--- src/hw/rtl/zpd_pkg.sv ---
`timescale 1ns / 1ps
// zpd_pkg: payload types, register codes and the microprogram ROM of the
// z-score peak detector. No dependencies.
package zpd_pkg;

    localparam int SAMPLE_WIDTH   = 16;
    localparam int COUNT_WIDTH    = 16;
    localparam int THRESHOLD_W    = 8;
    localparam int INFLUENCE_W    = 9;
    localparam int CFG_DATA_W     = 9;
    localparam int CFG_INDEX_W    = 1;
    localparam int THR_SQ_W       = 2 * THRESHOLD_W;
    localparam int BLEND_SHIFT    = 8;   // Q1.8 influence
    localparam int LHS_SHIFT      = 8;   // 16^2 from the Q4.4 threshold
    localparam int ROUND_HALF     = 128;

    localparam logic [CFG_INDEX_W-1:0] REG_THRESHOLD = 1'b0;
    localparam logic [CFG_INDEX_W-1:0] REG_INFLUENCE = 1'b1;

    localparam logic [THRESHOLD_W-1:0] THRESHOLD_RESET = 8'd48;
    localparam logic [THR_SQ_W-1:0]    THR_SQ_RESET    = 16'd2304;
    localparam logic [INFLUENCE_W-1:0] INFLUENCE_RESET = 9'd0;
    localparam logic [INFLUENCE_W-1:0] INFLUENCE_ONE   = 9'd256;
    localparam logic [COUNT_WIDTH-1:0] RISE_MAX        = 16'hFFFF;

    localparam logic signed [1:0] SIG_ZERO = 2'sb00;
    localparam logic signed [1:0] SIG_POS  = 2'sb01;
    localparam logic signed [1:0] SIG_NEG  = 2'sb11;

    typedef struct packed {
        logic signed [SAMPLE_WIDTH-1:0] sample;
        logic                           frame_start;
    } zpd_in_t;

    typedef struct packed {
        logic signed [1:0]        peak_signal;
        logic [COUNT_WIDTH-1:0]   peak_count;
        logic                     window_ready;
    } zpd_out_t;

    // Microprogram step counter and step addresses
    typedef logic [3:0] step_t;
    localparam step_t STEP_START  = 4'd0;
    localparam step_t STEP_DIFF   = 4'd1;
    localparam step_t STEP_BLEND  = 4'd2;
    localparam step_t STEP_LHS    = 4'd3;
    localparam step_t STEP_RHS_LO = 4'd4;
    localparam step_t STEP_RHS_HI = 4'd5;
    localparam step_t STEP_CMP    = 4'd6;
    localparam step_t STEP_NEW    = 4'd7;
    localparam step_t STEP_COMMIT = 4'd8;

    // Operand pair fed to the shared multiplier
    typedef enum logic [2:0] {
        MUL_NONE  = 3'd0,
        MUL_SS    = 3'd1,   // sum * sum
        MUL_BLEND = 3'd2,   // influence * (y - last)
        MUL_DD    = 3'd3,   // diff * diff
        MUL_TV_LO = 3'd4,   // thr^2 * spread low half
        MUL_TV_HI = 3'd5,   // thr^2 * spread high half
        MUL_OLD   = 3'd6,   // (L*old) * old
        MUL_NEW   = 3'd7    // (L*v) * v
    } mul_sel_t;

    typedef enum logic [1:0] {
        JMP_NEXT    = 2'd0,
        JMP_IF_FILL = 2'd1, // to target while the window is filling
        JMP_END     = 2'd2  // commit result, back to idle
    } jump_t;

    typedef struct packed {
        mul_sel_t mul_sel;
        jump_t    jump;
        step_t    target;
        logic     ld_ly;
        logic     rd_old;
        logic     clr_flag;
        logic     ld_spread;
        logic     ld_diff;
        logic     ld_old;
        logic     ld_f;
        logic     ld_lhs;
        logic     ld_lfb;
        logic     ld_rhs;
        logic     acc_rhs;
        logic     sub_old;
        logic     ld_flag;
        logic     ld_new;
    } uword_t;

    function automatic uword_t ucode_word(input step_t step);
        uword_t w;
        w = '0;
        w.mul_sel = MUL_NONE;
        w.jump    = JMP_NEXT;
        w.target  = STEP_START;
        unique case (step)
            STEP_START: begin
                w.mul_sel  = MUL_SS;
                w.ld_ly    = 1'b1;
                w.rd_old   = 1'b1;
                w.clr_flag = 1'b1;
                w.jump     = JMP_IF_FILL;
                w.target   = STEP_NEW;
            end
            STEP_DIFF: begin
                w.mul_sel   = MUL_BLEND;
                w.ld_spread = 1'b1;
                w.ld_diff   = 1'b1;
                w.ld_old    = 1'b1;
            end
            STEP_BLEND: begin
                w.mul_sel = MUL_DD;
                w.ld_f    = 1'b1;
            end
            STEP_LHS: begin
                w.mul_sel = MUL_TV_LO;
                w.ld_lhs  = 1'b1;
                w.ld_lfb  = 1'b1;
            end
            STEP_RHS_LO: begin
                w.mul_sel = MUL_TV_HI;
                w.ld_rhs  = 1'b1;
            end
            STEP_RHS_HI: begin
                w.mul_sel = MUL_OLD;
                w.acc_rhs = 1'b1;
            end
            STEP_CMP: begin
                w.sub_old = 1'b1;
                w.ld_flag = 1'b1;
            end
            STEP_NEW: begin
                w.mul_sel = MUL_NEW;
                w.ld_new  = 1'b1;
            end
            STEP_COMMIT: begin
                w.jump = JMP_END;
            end
            default: begin
                w.jump = JMP_END;
            end
        endcase
        return w;
    endfunction

endpackage

--- src/hw/rtl/zpd_ram.sv ---
`timescale 1ns / 1ps
// zpd_ram: generic single-write, single-read RAM with registered read data.
// No dependencies.
module zpd_ram #(
    parameter int WIDTH = 16,
    parameter int DEPTH = 32
) (
    input  logic                                   aclk,
    input  logic                                   wr_en,
    input  logic [(DEPTH > 1 ? $clog2(DEPTH) : 1)-1:0] wr_addr,
    input  logic [WIDTH-1:0]                       wr_data,
    input  logic                                   rd_en,
    input  logic [(DEPTH > 1 ? $clog2(DEPTH) : 1)-1:0] rd_addr,
    output logic [WIDTH-1:0]                       rd_data
);

    logic [WIDTH-1:0] mem [DEPTH];

    always_ff @(posedge aclk) begin
        if (wr_en) begin
            mem[wr_addr] <= wr_data;
        end
        if (rd_en) begin
            rd_data <= mem[rd_addr];
        end
    end

endmodule

--- src/hw/rtl/zscore_peak_detector.sv ---
`timescale 1ns / 1ps
// zscore_peak_detector: smoothed z-score peak detector, microcoded datapath.
// Depends on zpd_pkg (types, microprogram) and zpd_ram (window store).
//
// Usage:
//   s_valid/s_ready/s_data carry one signed sample per transfer; frame_start
//   restarts the window fill and the rise count with that sample.
//   m_valid/m_ready/m_data carry one result per sample: peak_signal (+1/-1/0),
//   peak_count (rises 0 -> +1 this frame, saturating) and window_ready.
//   cfg_wr_en/cfg_index/cfg_wdata write threshold_q4_4 (index 0) and
//   influence_q1_8 (index 1); write only while idle.
// Sequencing:
//   A nine-step microprogram drives one shared multiplier. A sample that
//   fills the window runs 3 steps (START, NEW, COMMIT); a full-window sample
//   runs all 9 steps. A new sample is taken only once the last one commits.
// Reset clears the window, sums, counters and sets the registers to their
// defaults; the window RAM itself is not cleared, each frame refills it.
// A stalled receiver holds the result in the output register; the next
// sample is still taken and processed up to its commit step, where it waits.
module zscore_peak_detector #(
    parameter int WINDOW_LENGTH = 32
) (
    input  logic                                  aclk,
    input  logic                                  aresetn,
    input  logic                                  s_valid,
    output logic                                  s_ready,
    input  zpd_pkg::zpd_in_t                      s_data,
    output logic                                  m_valid,
    input  logic                                  m_ready,
    output zpd_pkg::zpd_out_t                     m_data,
    input  logic                                  cfg_wr_en,
    input  logic [zpd_pkg::CFG_INDEX_W-1:0]       cfg_index,
    input  logic [zpd_pkg::CFG_DATA_W-1:0]        cfg_wdata
);

    // Widths
    localparam int SW   = zpd_pkg::SAMPLE_WIDTH;
    localparam int LB   = $clog2(WINDOW_LENGTH);
    localparam int AW   = (WINDOW_LENGTH > 1) ? LB : 1;
    localparam int FW   = $clog2(WINDOW_LENGTH + 1);
    localparam int SSW  = SW + LB;              // window sum, also L*y
    localparam int DW   = SW + LB + 1;          // L*y - sum
    localparam int VW   = 2 * SW - 1 + 2 * LB;  // L*sumsq and the spread
    localparam int HALF = (VW + 1) / 2;
    localparam int HIW  = VW - HALF;
    localparam int TW   = zpd_pkg::THR_SQ_W;
    localparam int MW0  = (DW > HALF + 1) ? DW : HALF + 1;
    localparam int MW   = (MW0 > TW + 1) ? MW0 : TW + 1;
    localparam int PW   = 2 * MW;
    localparam int LHW  = 2 * DW + 6;
    localparam int RHW  = TW + VW;
    localparam int CW   = (LHW > RHW) ? LHW : RHW;
    localparam logic signed [SSW-1:0] L_S = SSW'(WINDOW_LENGTH);

    // Configuration
    logic [TW-1:0]                      thr_sq_reg;
    logic [zpd_pkg::INFLUENCE_W-1:0]    inf_reg;
    logic [zpd_pkg::INFLUENCE_W-1:0]    inf_eff;

    // Sequencer
    logic                   busy_reg;
    zpd_pkg::step_t         step_reg;
    zpd_pkg::uword_t        uw;
    logic                   out_free;
    logic                   filling;
    logic                   commit;

    // Window state
    logic [AW-1:0]          wptr_reg;
    logic [FW-1:0]          fill_reg;
    logic signed [SSW-1:0]  sum_reg;
    logic [VW-1:0]          lq_reg;
    logic signed [SW-1:0]   lf_reg;
    logic signed [1:0]      prev_reg;
    logic [zpd_pkg::COUNT_WIDTH-1:0] rise_reg;

    // Datapath
    logic signed [SW-1:0]   y_reg;
    logic signed [SSW-1:0]  ly_reg;
    logic signed [DW-1:0]   diff_reg;
    logic [VW-1:0]          spread_reg;
    logic signed [SW-1:0]   old_reg;
    logic signed [SSW-1:0]  lo_reg;
    logic signed [SW-1:0]   f_reg;
    logic signed [SSW-1:0]  lfb_reg;
    logic [CW-1:0]          lhs_reg;
    logic [CW-1:0]          rhs_reg;
    logic                   flag_reg;
    logic signed [SW-1:0]   v_reg;
    logic signed [1:0]      sig_reg;
    logic signed [PW-1:0]   p_reg;
    logic signed [MW-1:0]   mul_a;
    logic signed [MW-1:0]   mul_b;
    logic signed [SW:0]     blend_diff;
    logic signed [PW-1:0]   p_round;
    logic signed [PW-1:0]   f_wide;
    logic [SW-1:0]          ram_rdata;

    // Commit values
    logic [FW-1:0]          fill_next;
    logic [zpd_pkg::COUNT_WIDTH-1:0] rise_next;
    logic [AW-1:0]          wptr_next;

    logic                   m_valid_reg;
    zpd_pkg::zpd_out_t      m_data_reg;

    assign s_ready = !busy_reg;
    assign m_valid = m_valid_reg;
    assign m_data  = m_data_reg;

    assign uw       = zpd_pkg::ucode_word(step_reg);
    assign out_free = !m_valid_reg || m_ready;
    assign filling  = (fill_reg < FW'(WINDOW_LENGTH));
    assign commit   = busy_reg && (uw.jump == zpd_pkg::JMP_END) && out_free;
    assign inf_eff  = (inf_reg > zpd_pkg::INFLUENCE_ONE) ? zpd_pkg::INFLUENCE_ONE : inf_reg;

    assign blend_diff = (SW + 1)'(y_reg) - (SW + 1)'(lf_reg);
    assign p_round    = p_reg + $signed(PW'(zpd_pkg::ROUND_HALF));
    // floor((inf*(y-lf) + 128) / 256) added to the last filtered value
    assign f_wide     = PW'(lf_reg) + (p_round >>> zpd_pkg::BLEND_SHIFT);

    assign fill_next = filling ? fill_reg + 1'b1 : fill_reg;
    assign rise_next = (prev_reg == zpd_pkg::SIG_ZERO && sig_reg == zpd_pkg::SIG_POS &&
                        rise_reg != zpd_pkg::RISE_MAX) ? rise_reg + 1'b1 : rise_reg;
    assign wptr_next = (wptr_reg == AW'(WINDOW_LENGTH - 1)) ? '0 : wptr_reg + 1'b1;

    // Shared multiplier operand select
    always_comb begin
        mul_a = '0;
        mul_b = '0;
        case (uw.mul_sel)
            zpd_pkg::MUL_SS: begin
                mul_a = MW'(sum_reg);
                mul_b = MW'(sum_reg);
            end
            zpd_pkg::MUL_BLEND: begin
                mul_a = $signed(MW'(inf_eff));
                mul_b = MW'(blend_diff);
            end
            zpd_pkg::MUL_DD: begin
                mul_a = MW'(diff_reg);
                mul_b = MW'(diff_reg);
            end
            zpd_pkg::MUL_TV_LO: begin
                mul_a = $signed(MW'(thr_sq_reg));
                mul_b = $signed(MW'(spread_reg[HALF-1:0]));
            end
            zpd_pkg::MUL_TV_HI: begin
                mul_a = $signed(MW'(thr_sq_reg));
                mul_b = $signed(MW'(spread_reg[VW-1:HALF]));
            end
            zpd_pkg::MUL_OLD: begin
                mul_a = MW'(lo_reg);
                mul_b = MW'(old_reg);
            end
            zpd_pkg::MUL_NEW: begin
                mul_a = flag_reg ? MW'(lfb_reg) : MW'(ly_reg);
                mul_b = flag_reg ? MW'(f_reg) : MW'(y_reg);
            end
            default: begin
                mul_a = '0;
                mul_b = '0;
            end
        endcase
    end

    // Configuration registers
    always_ff @(posedge aclk) begin
        if (!aresetn) begin
            thr_sq_reg <= zpd_pkg::THR_SQ_RESET;
            inf_reg    <= zpd_pkg::INFLUENCE_RESET;
        end else if (cfg_wr_en) begin
            unique case (cfg_index)
                zpd_pkg::REG_THRESHOLD: begin
                    thr_sq_reg <= TW'(cfg_wdata[zpd_pkg::THRESHOLD_W-1:0]) *
                                  TW'(cfg_wdata[zpd_pkg::THRESHOLD_W-1:0]);
                end
                zpd_pkg::REG_INFLUENCE: begin
                    inf_reg <= cfg_wdata[zpd_pkg::INFLUENCE_W-1:0];
                end
                default: begin
                end
            endcase
        end
    end

    // Step counter, window state and output register
    always_ff @(posedge aclk) begin
        if (!aresetn) begin
            busy_reg    <= 1'b0;
            step_reg    <= zpd_pkg::STEP_START;
            wptr_reg    <= '0;
            fill_reg    <= '0;
            sum_reg     <= '0;
            lq_reg      <= '0;
            lf_reg      <= '0;
            prev_reg    <= zpd_pkg::SIG_ZERO;
            rise_reg    <= '0;
            m_valid_reg <= 1'b0;
        end else begin
            if (m_valid_reg && m_ready && !commit) begin
                m_valid_reg <= 1'b0;
            end
            if (s_valid && !busy_reg) begin
                busy_reg <= 1'b1;
                step_reg <= zpd_pkg::STEP_START;
                if (s_data.frame_start) begin
                    wptr_reg <= '0;
                    fill_reg <= '0;
                    sum_reg  <= '0;
                    lq_reg   <= '0;
                    lf_reg   <= '0;
                    prev_reg <= zpd_pkg::SIG_ZERO;
                    rise_reg <= '0;
                end
            end else if (busy_reg) begin
                unique case (uw.jump)
                    zpd_pkg::JMP_IF_FILL: begin
                        step_reg <= filling ? uw.target : zpd_pkg::step_t'(step_reg + 1'b1);
                    end
                    zpd_pkg::JMP_END: begin
                        if (out_free) begin
                            busy_reg <= 1'b0;
                        end
                    end
                    default: begin
                        step_reg <= zpd_pkg::step_t'(step_reg + 1'b1);
                    end
                endcase
                // leaving sample out of the sums
                if (uw.sub_old) begin
                    sum_reg <= sum_reg - SSW'(old_reg);
                    lq_reg  <= lq_reg - p_reg[VW-1:0];
                end
                if (commit) begin
                    sum_reg     <= sum_reg + SSW'(v_reg);
                    lq_reg      <= lq_reg + p_reg[VW-1:0];
                    lf_reg      <= v_reg;
                    wptr_reg    <= wptr_next;
                    fill_reg    <= fill_next;
                    prev_reg    <= sig_reg;
                    rise_reg    <= rise_next;
                    m_valid_reg <= 1'b1;
                end
            end
        end
    end

    // Datapath registers, no reset
    always_ff @(posedge aclk) begin
        if (s_valid && !busy_reg) begin
            y_reg <= s_data.sample;
        end
        if (uw.mul_sel != zpd_pkg::MUL_NONE) begin
            p_reg <= PW'(mul_a) * PW'(mul_b);
        end
        if (uw.ld_ly) begin
            ly_reg <= L_S * SSW'(y_reg);
        end
        if (uw.ld_diff) begin
            diff_reg <= DW'(ly_reg) - DW'(sum_reg);
        end
        if (uw.ld_spread) begin
            // p holds sum^2 here: spread = L*sumsq - sum^2
            spread_reg <= lq_reg - p_reg[VW-1:0];
        end
        if (uw.ld_old) begin
            old_reg <= $signed(ram_rdata);
            lo_reg  <= L_S * SSW'($signed(ram_rdata));
        end
        if (uw.ld_f) begin
            f_reg <= $signed(f_wide[SW-1:0]);
        end
        if (uw.ld_lfb) begin
            lfb_reg <= L_S * SSW'(f_reg);
        end
        if (uw.ld_lhs) begin
            lhs_reg <= CW'(p_reg[2*DW-3:0]) << zpd_pkg::LHS_SHIFT;
        end
        if (uw.ld_rhs) begin
            rhs_reg <= CW'(p_reg[TW+HALF-1:0]);
        end
        if (uw.acc_rhs) begin
            rhs_reg <= rhs_reg + (CW'(p_reg[TW+HIW-1:0]) << HALF);
        end
        if (uw.clr_flag) begin
            flag_reg <= 1'b0;
        end
        if (uw.ld_flag) begin
            flag_reg <= (lhs_reg > rhs_reg);
        end
        if (uw.ld_new) begin
            v_reg <= flag_reg ? f_reg : y_reg;
            if (!flag_reg) begin
                sig_reg <= zpd_pkg::SIG_ZERO;
            end else if (diff_reg > 0) begin
                sig_reg <= zpd_pkg::SIG_POS;
            end else begin
                sig_reg <= zpd_pkg::SIG_NEG;
            end
        end
        if (commit) begin
            m_data_reg.peak_signal  <= sig_reg;
            m_data_reg.peak_count   <= rise_next;
            m_data_reg.window_ready <= (fill_next == FW'(WINDOW_LENGTH));
        end
    end

    zpd_ram #(
        .WIDTH (SW),
        .DEPTH (WINDOW_LENGTH)
    ) u_window (
        .aclk    (aclk),
        .wr_en   (commit),
        .wr_addr (wptr_reg),
        .wr_data (v_reg),
        .rd_en   (busy_reg && uw.rd_old),
        .rd_addr (wptr_reg),
        .rd_data (ram_rdata)
    );

endmodule

--- config.mk ---
export PLATFORM = sky130hd
export DESIGN_NAME = zscore_peak_detector
export DESIGN_NICKNAME = d
export VERILOG_FILES = /design/src/hw/rtl/zpd_pkg.sv /design/src/hw/rtl/zpd_ram.sv /design/src/hw/rtl/zscore_peak_detector.sv
export SDC_FILE = /design/constraint.sdc
export NUM_CORES = 2
export LEC_CHECK = 0
export ABC_AREA = 1
export ABC_CLOCK_PERIOD_IN_PS = 9000
export BUFFER_PORTS_ARGS = -buffer_cell sky130_fd_sc_hd__buf_2
export CORE_ASPECT_RATIO = 0.5
export CORE_MARGIN = 8
export CORE_UTILIZATION = 55
export DETAILED_ROUTE_END_ITERATION = 8
export GPL_ROUTABILITY_DRIVEN = 0
export HOLD_SLACK_MARGIN = 0.15
export PLACE_DENSITY = 0.82
export RECOVER_POWER = 25
export SYNTH_ARGS = -nofsm -noshare
export SYNTH_HDL_FRONTEND = slang
export SYNTH_SLANG_ARGS = --single-unit
--- constraint.sdc ---
create_clock -name aclk -period 9 [get_ports aclk]
set_input_delay 1.8 -clock aclk [delete_from_list [all_inputs] [get_ports aclk]]
set_output_delay 1.8 -clock aclk [all_outputs]
set_load 0.1 [all_outputs]
# Word-level counts from Yosys, hierarchy flattened
# Memory sizes are Yosys's and may differ from the RTL's. A register that Yosys moved wholly into a read port is not among the register bits.
# Cells that the tools add are included.
[op_classes] eq_ne=21 bitwise=3 magnitude_cmp=4 reduce_logical=28 addsub=13 n_mux=65 mul=2
[op_table] op="41-bit two-way mux" n=5
[op_table] op="22-bit one-hot mux with 7 select lines" n=1
[op_table] op="16-bit two-way mux" n=9
[op_table] op="22-bit one-hot mux with 6 select lines" n=1
[op_table] op="57-bit two-way mux" n=2
[op_table] op="21-bit two-way mux" n=5
[op_table] op="57-bit adder" n=1
[op_table] op="50-bit by 57-bit > comparator with 1-bit output" n=1
[op_table] op="22-bit two-way mux" n=2
[op_table] op="22-bit by 22-bit multiplier with 42-bit output" n=1
[op_table] op="41-bit adder" n=1
[op_table] op="41-bit subtractor" n=1
[op_table] op="6-bit two-way mux" n=6
[op_table] op="5-bit two-way mux" n=5
[op_table] op="24-bit by 9-bit adder with 24-bit output (second input constant)" n=1
[op_table] op="22-bit by 1-bit > comparator with 1-bit output (second input constant)" n=1
[op_table] op="21-bit by 21-bit subtractor with 22-bit output" n=1
[op_table] op="21-bit by 16-bit adder with 21-bit output" n=1
[op_table] op="3-bit one-hot mux with 7 select lines" n=1
[op_table] op="21-bit by 16-bit subtractor with 21-bit output" n=1
[op_table] op="16-bit by 16-bit subtractor with 17-bit output" n=1
[op_table] op="16-bit by 1-bit adder with 16-bit output (second input constant)" n=1
[op_table] op="16-bit adder" n=1
[op_table] op="4-bit by 3-bit == test with 1-bit output (second input constant)" n=4
[op_table] op="36 further kinds" n=82
[totals] ram_bits=512 n_memories=1 regBits=460 wordCells=165
[mem_list] memory="u_window.mem" depth=32 word_bits=16 rd=1 rd_clocked_by_memory_dff=1 wr=1 line_no="zpd_ram.sv:17" rtl="logic [WIDTH-1:0] mem [DEPTH];"

# Longest topological paths before layout
[depth] depth_word=12 mapped_depth=44 depth_no_buf=43

# By module
# A second synthesis with hierarchy kept.
[hier_totals] cells_unflattened=8164 hier_area_um2=71841.4
[modules_own_cells] mod="zscore_peak_detector" seq_area_each_um2=12411.9 area_each_um2=50379.6 n_inst=1 cells_per_inst=6370
[modules_own_cells] mod="zpd_ram" seq_area_each_um2=15855.2 area_each_um2=21461.8 n_inst=1 cells_per_inst=1794

# Least setup slack after synthesis
# Ideal clock, no wire load.
[synth_timing] path_type="register to register" startpoint="reg step_reg[0]" endpoint="reg p_reg[41], data pin" path_buffers=2 synth_period_minus_slack_ns=7.820 required_time_ns=8.748 stages_incl_launch_ff=36 setup_ns=0.252 slack_ns=1.180 arrival_ns=7.568 cell_sequence="dfxtp_1 -> inv_1 -> ha_1 -> o21ai_1 -> inv_1 -> nor2_2 -> nand2_1 -> nor2_2 -> buf_4 -> nand2_2 -> nand2_1 -> inv_2 -> nand2_4 -> clkbuf_1 -> nand2_1 -> fa_1 -> inv_1 -> fa_1 -> fa_1 -> inv_1 -> fa_1 -> inv_1 -> fa_1 -> inv_1 -> fa_1 -> fa_1 -> inv_1 -> ha_1 -> nand3_1 -> nor4_1 -> nand4_1 -> nand3_1 -> xor2_1 -> inv_1 -> nand2_1 -> nand2_1"
[synth_via] elab_chain_len=6 elab_cells_between_ends=19 classes_between="1 x mul; 13 x eq/ne; 3 x mux; 2 x reduce/logical"
[synth_lines] item="from (decl)" line_no="zscore_peak_detector.sv:62" rtl="zpd_pkg::step_t step_reg;"
[synth_lines] item="from (signal assigned)" line_no="zscore_peak_detector.sv:191" rtl="step_reg <= zpd_pkg::STEP_START;"
[synth_lines] item="from (signal assigned)" line_no="zscore_peak_detector.sv:206" rtl="step_reg <= zpd_pkg::STEP_START;"
[synth_lines] item="from (signal assigned)" line_no="zscore_peak_detector.sv:219" rtl="step_reg <= filling ? uw.target : zpd_pkg::step_t'(step_reg + 1'b1);"
[synth_lines] item="4-bit by 3-bit == test with 1-bit output (tied with other cells)" line_no="zpd_pkg.sv:97" rtl="unique case (step)"
[synth_lines] item="3-bit one-hot mux with 7 select lines *" line_no="zpd_pkg.sv:97"
[synth_lines] item="3-bit == test" line_no="zscore_peak_detector.sv:131" rtl="case (uw.mul_sel)"
[synth_lines] item="2-bit OR reduction (no source line)"
[synth_lines] item="22-bit one-hot mux with 6 select lines" line_no="zscore_peak_detector.sv:131"
[synth_lines] item="22-bit by 22-bit multiplier with 42-bit output *" line_no="zscore_peak_detector.sv:255" rtl="p_reg <= PW'(mul_a) * PW'(mul_b);"
[synth_lines] item="to (signal assigned)" line_no="zscore_peak_detector.sv:255"
[synth_lines] item="to (decl)" line_no="zscore_peak_detector.sv:91" rtl="logic signed [PW-1:0] p_reg;"
# Every way passes the cells marked *; elsewhere a longest branch is shown, timed or not.
# A chain may end at the register's enable or synchronous reset.

# Worst setup path in the final report
[layout_timing] startpoint="reg step_reg[0]" endpoint="reg p_reg[38], data pin"
# Same word-level chain as after synthesis.

==> impl_metrics.ini <==
[cts]
cts_tree = done
clock_latency_ns = 0.72
cts_buffers = 88
cts-root-buf = clkbuf_16
cts_hold_buf = 0
clk_pin_slew_ns = 0.07
cts.sinks = 987
cts_buffer_depth = 3
h-tree-depth = 3

[synthesis]
syn_avg_cell_area_um2 = 9.08
synth_area_leader_cell = edfxtp_1
synth-seq-cells = 987
yosysWarnings = 0
synth_flop_cell = edfxtp_1
yosys.area.top_type_share_pct = 36.0
synth_edf_count = 850
synth_area_um2 = 70900
netlist_instances = 7810
synth.distinct_cells = 75
synth.net_count = 8756
yosysSeqAreaShare_pct = 39.9
synth_area_leaders = edfxtp_1 (36%), fa_1 (15%), nand2_1 (7.3%), inv_1 (7.1%), ha_1 (7.0%)
async_flop_share_pct = 0

[route]
vias = 58883
wirelength_um = 219000
post_drt_wl_per_cell_um = 22.8
dr.pass1.iters = 9
dr.first_iter.drc_count = 9664
drc_errors = 105
ant_nets = 0
viasPerCell = 6.11

[layout]
stdcell_count = 9637
final_common_cell = nand2_1
drive_gt1_share_pct = 6.61
syn_to_final_growth_pct = 8.09
final_nets = 8796
final_cell_mix = nand2_1 (1376), inv_1 (1334), edfxtp_1 (850), nor2_1 (759), o21ai_0 (537)
largest_reg_flops = 512
utilization_pct = 59.7

[critical_path]
required_ns = 9.39
cpPeakStageDelay_ns = 0.53
slowest_stage = fa_1
worst-setup-path-type = flop to flop
crit_path_frequent_cell = fa_1
critPathLaunchType = flop
cp.arrival_ns = 9.24
path_max_fanout = 16
r2r_setup_slack_ns = 0.15
crit_path_end_kind = flop

[sta]
holdWs_ns = 0.420
finalMaxSlewViolations = 442
final_hold_viol_count = 0
fin_crit_sh_pct = 98.4
setup_viol = 0
slew_headroom_pct = -34.0
finalClockSkew_ns = 0.0617
fin_tns_setup_ns = 0
min_period_ns = 8.85
worst_pin_slew_ns = 2.01
fmax_mhz = 113

[die]
core_um2 = 128000
die_w_um = 524
initial_core_util_pct = 55.3
num_rows = 93
io_pins = 53
die_area_um2 = 141000
die_h_um = 270

[placed_design]
io_buffers = 52
dp_cells = 9456
dp_hpwl_um = 162000

[grt]
overflow = 0
grt_pass1_vias = 55919
grt_use_total_pct = 30.0
grt_pass1_wl_um = 328000
antenna_found_initial = 11
grt_max_degree = 96

[power_and_ir_drop]
power_density_nw_per_um2 = 279
leakage_nw = 34.0
ir_worst_vdd_v = 0.000239
finalPower_mw = 21.4

[run]
cap_violations = 13

[run_status]
violations = DRC, capacitance limit, slew limit
status = finished, violations left

[hold_path]
holdCritPathClass = flop to flop
## cell type report
class,count,area (um^2)
Inverter,1379,5220
Clock inverter,52,697
Tap cell,1710,2140
Antenna cell,3,7.51
Sequential cell,987,28300
Fill cell,10223,51700
Clock buffer,112,2320
Multi-Input combinational cell,5175,36500
Timing Repair Buffer,219,1490
## path summary, 6_finish.rpt
path                                              end                      startpoint  depth (start not counted)
worst max-delay path              p_reg[38]$_DFFE_PP_        step_reg[0]$_SDFFE_PP0P_                         35
worst min-delay path            old_reg[13]$_DFFE_PP_  u_window.rd_data[13]$_DFFE_PP_                          0
worst max register to register    p_reg[38]$_DFFE_PP_        step_reg[0]$_SDFFE_PP0P_                         35
worst min register to register  old_reg[13]$_DFFE_PP_  u_window.rd_data[13]$_DFFE_PP_                          0
## synthesized netlist by cell type (all sizes together), types with 2 or more instances
cell,n
nand2,1394
inv,1375
edfxtp,850
nor2,778
o21ai,571
fa,516
a21oi,423
ha,398
nand3,276
o22ai,164
clkbuf,158
dfxtp,137
xor2,136
buf,111
nor3,70
nand4,69
xnor2,47
a221oi,42
a22o,34
a31oi,31
o211ai,30
nor4,26
a21o,24
o21bai,23
a22oi,16
o21a,15
or2,15
nand3b,13
a21boi,12
o31ai,12
a211oi,10
o221ai,5
and2,4
clkinv,4
nor3b,4
a32oi,3
a2111oi,2
and3,2
o2bb2ai,2
o311ai,2
## stage by stage
step                      cell area [um^2]  worst slack (ns)
final                                76700             0.148
after global routing                 76700           -0.0779
after CTS                            76200           0.00904
after detailed placement             73200            0.0148
after global placement               73200             0.106
after floorplan                      70900              1.18
## layer usage
layer,up-vias,share of wire (%),GRT usage (%)
li1,25741,-,-
met1,27617,35,38.9
met2,4452,42,44.1
met3,1059,15,9.07
met4,14,7.9,18.2
met5,-,0.10,0.866
## logic make-up (layout without fill, tap and decap cells)
family / after synthesis / count (layout) / share of synthesized area, %
compound gates: 1425 / 1425 / 11.5
xor+xnor: 183 / 183 / 2.26
fa+ha+maj: 914 / 914 / 21.6
buf+inv: 1648 / 1762 / 9.16
flops: 987 / 987 / 39.9
mux: 1 / 1 / 0.0141
other cells: 0 / 3 / 0
simple gates: 2652 / 2652 / 15.6
## power breakdown
group | internal, mW | total [mW] | switching, mW
Combinational | 3.54 | 11.3 | 7.76
Clock | 2.19 | 4.01 | 1.83
Sequential | 5.58 | 6.09 | 0.511
## timing repair
action / 4_1_cts / 5_1_grt
gates resized for setup: 3 / 92
setup buffers: 0 / 14
endpoints found under the setup margin: 6 / 23
pin swaps: 0 / 16
cloned: 0 / 0
## worst max-delay path, delay by kind of cell, from the launching register on
kind	cells	cell delay, ns
adders and majority gates	9	4.15
and+or+nand+nor	9	1.57
buffers and inverters	10	1.14
AOI/OAI and AO/OA	6	1.08
DFF	1	0.40
xor gates and xnor gates	1	0.15
Note: power is estimated with default switching activity, not from simulation.
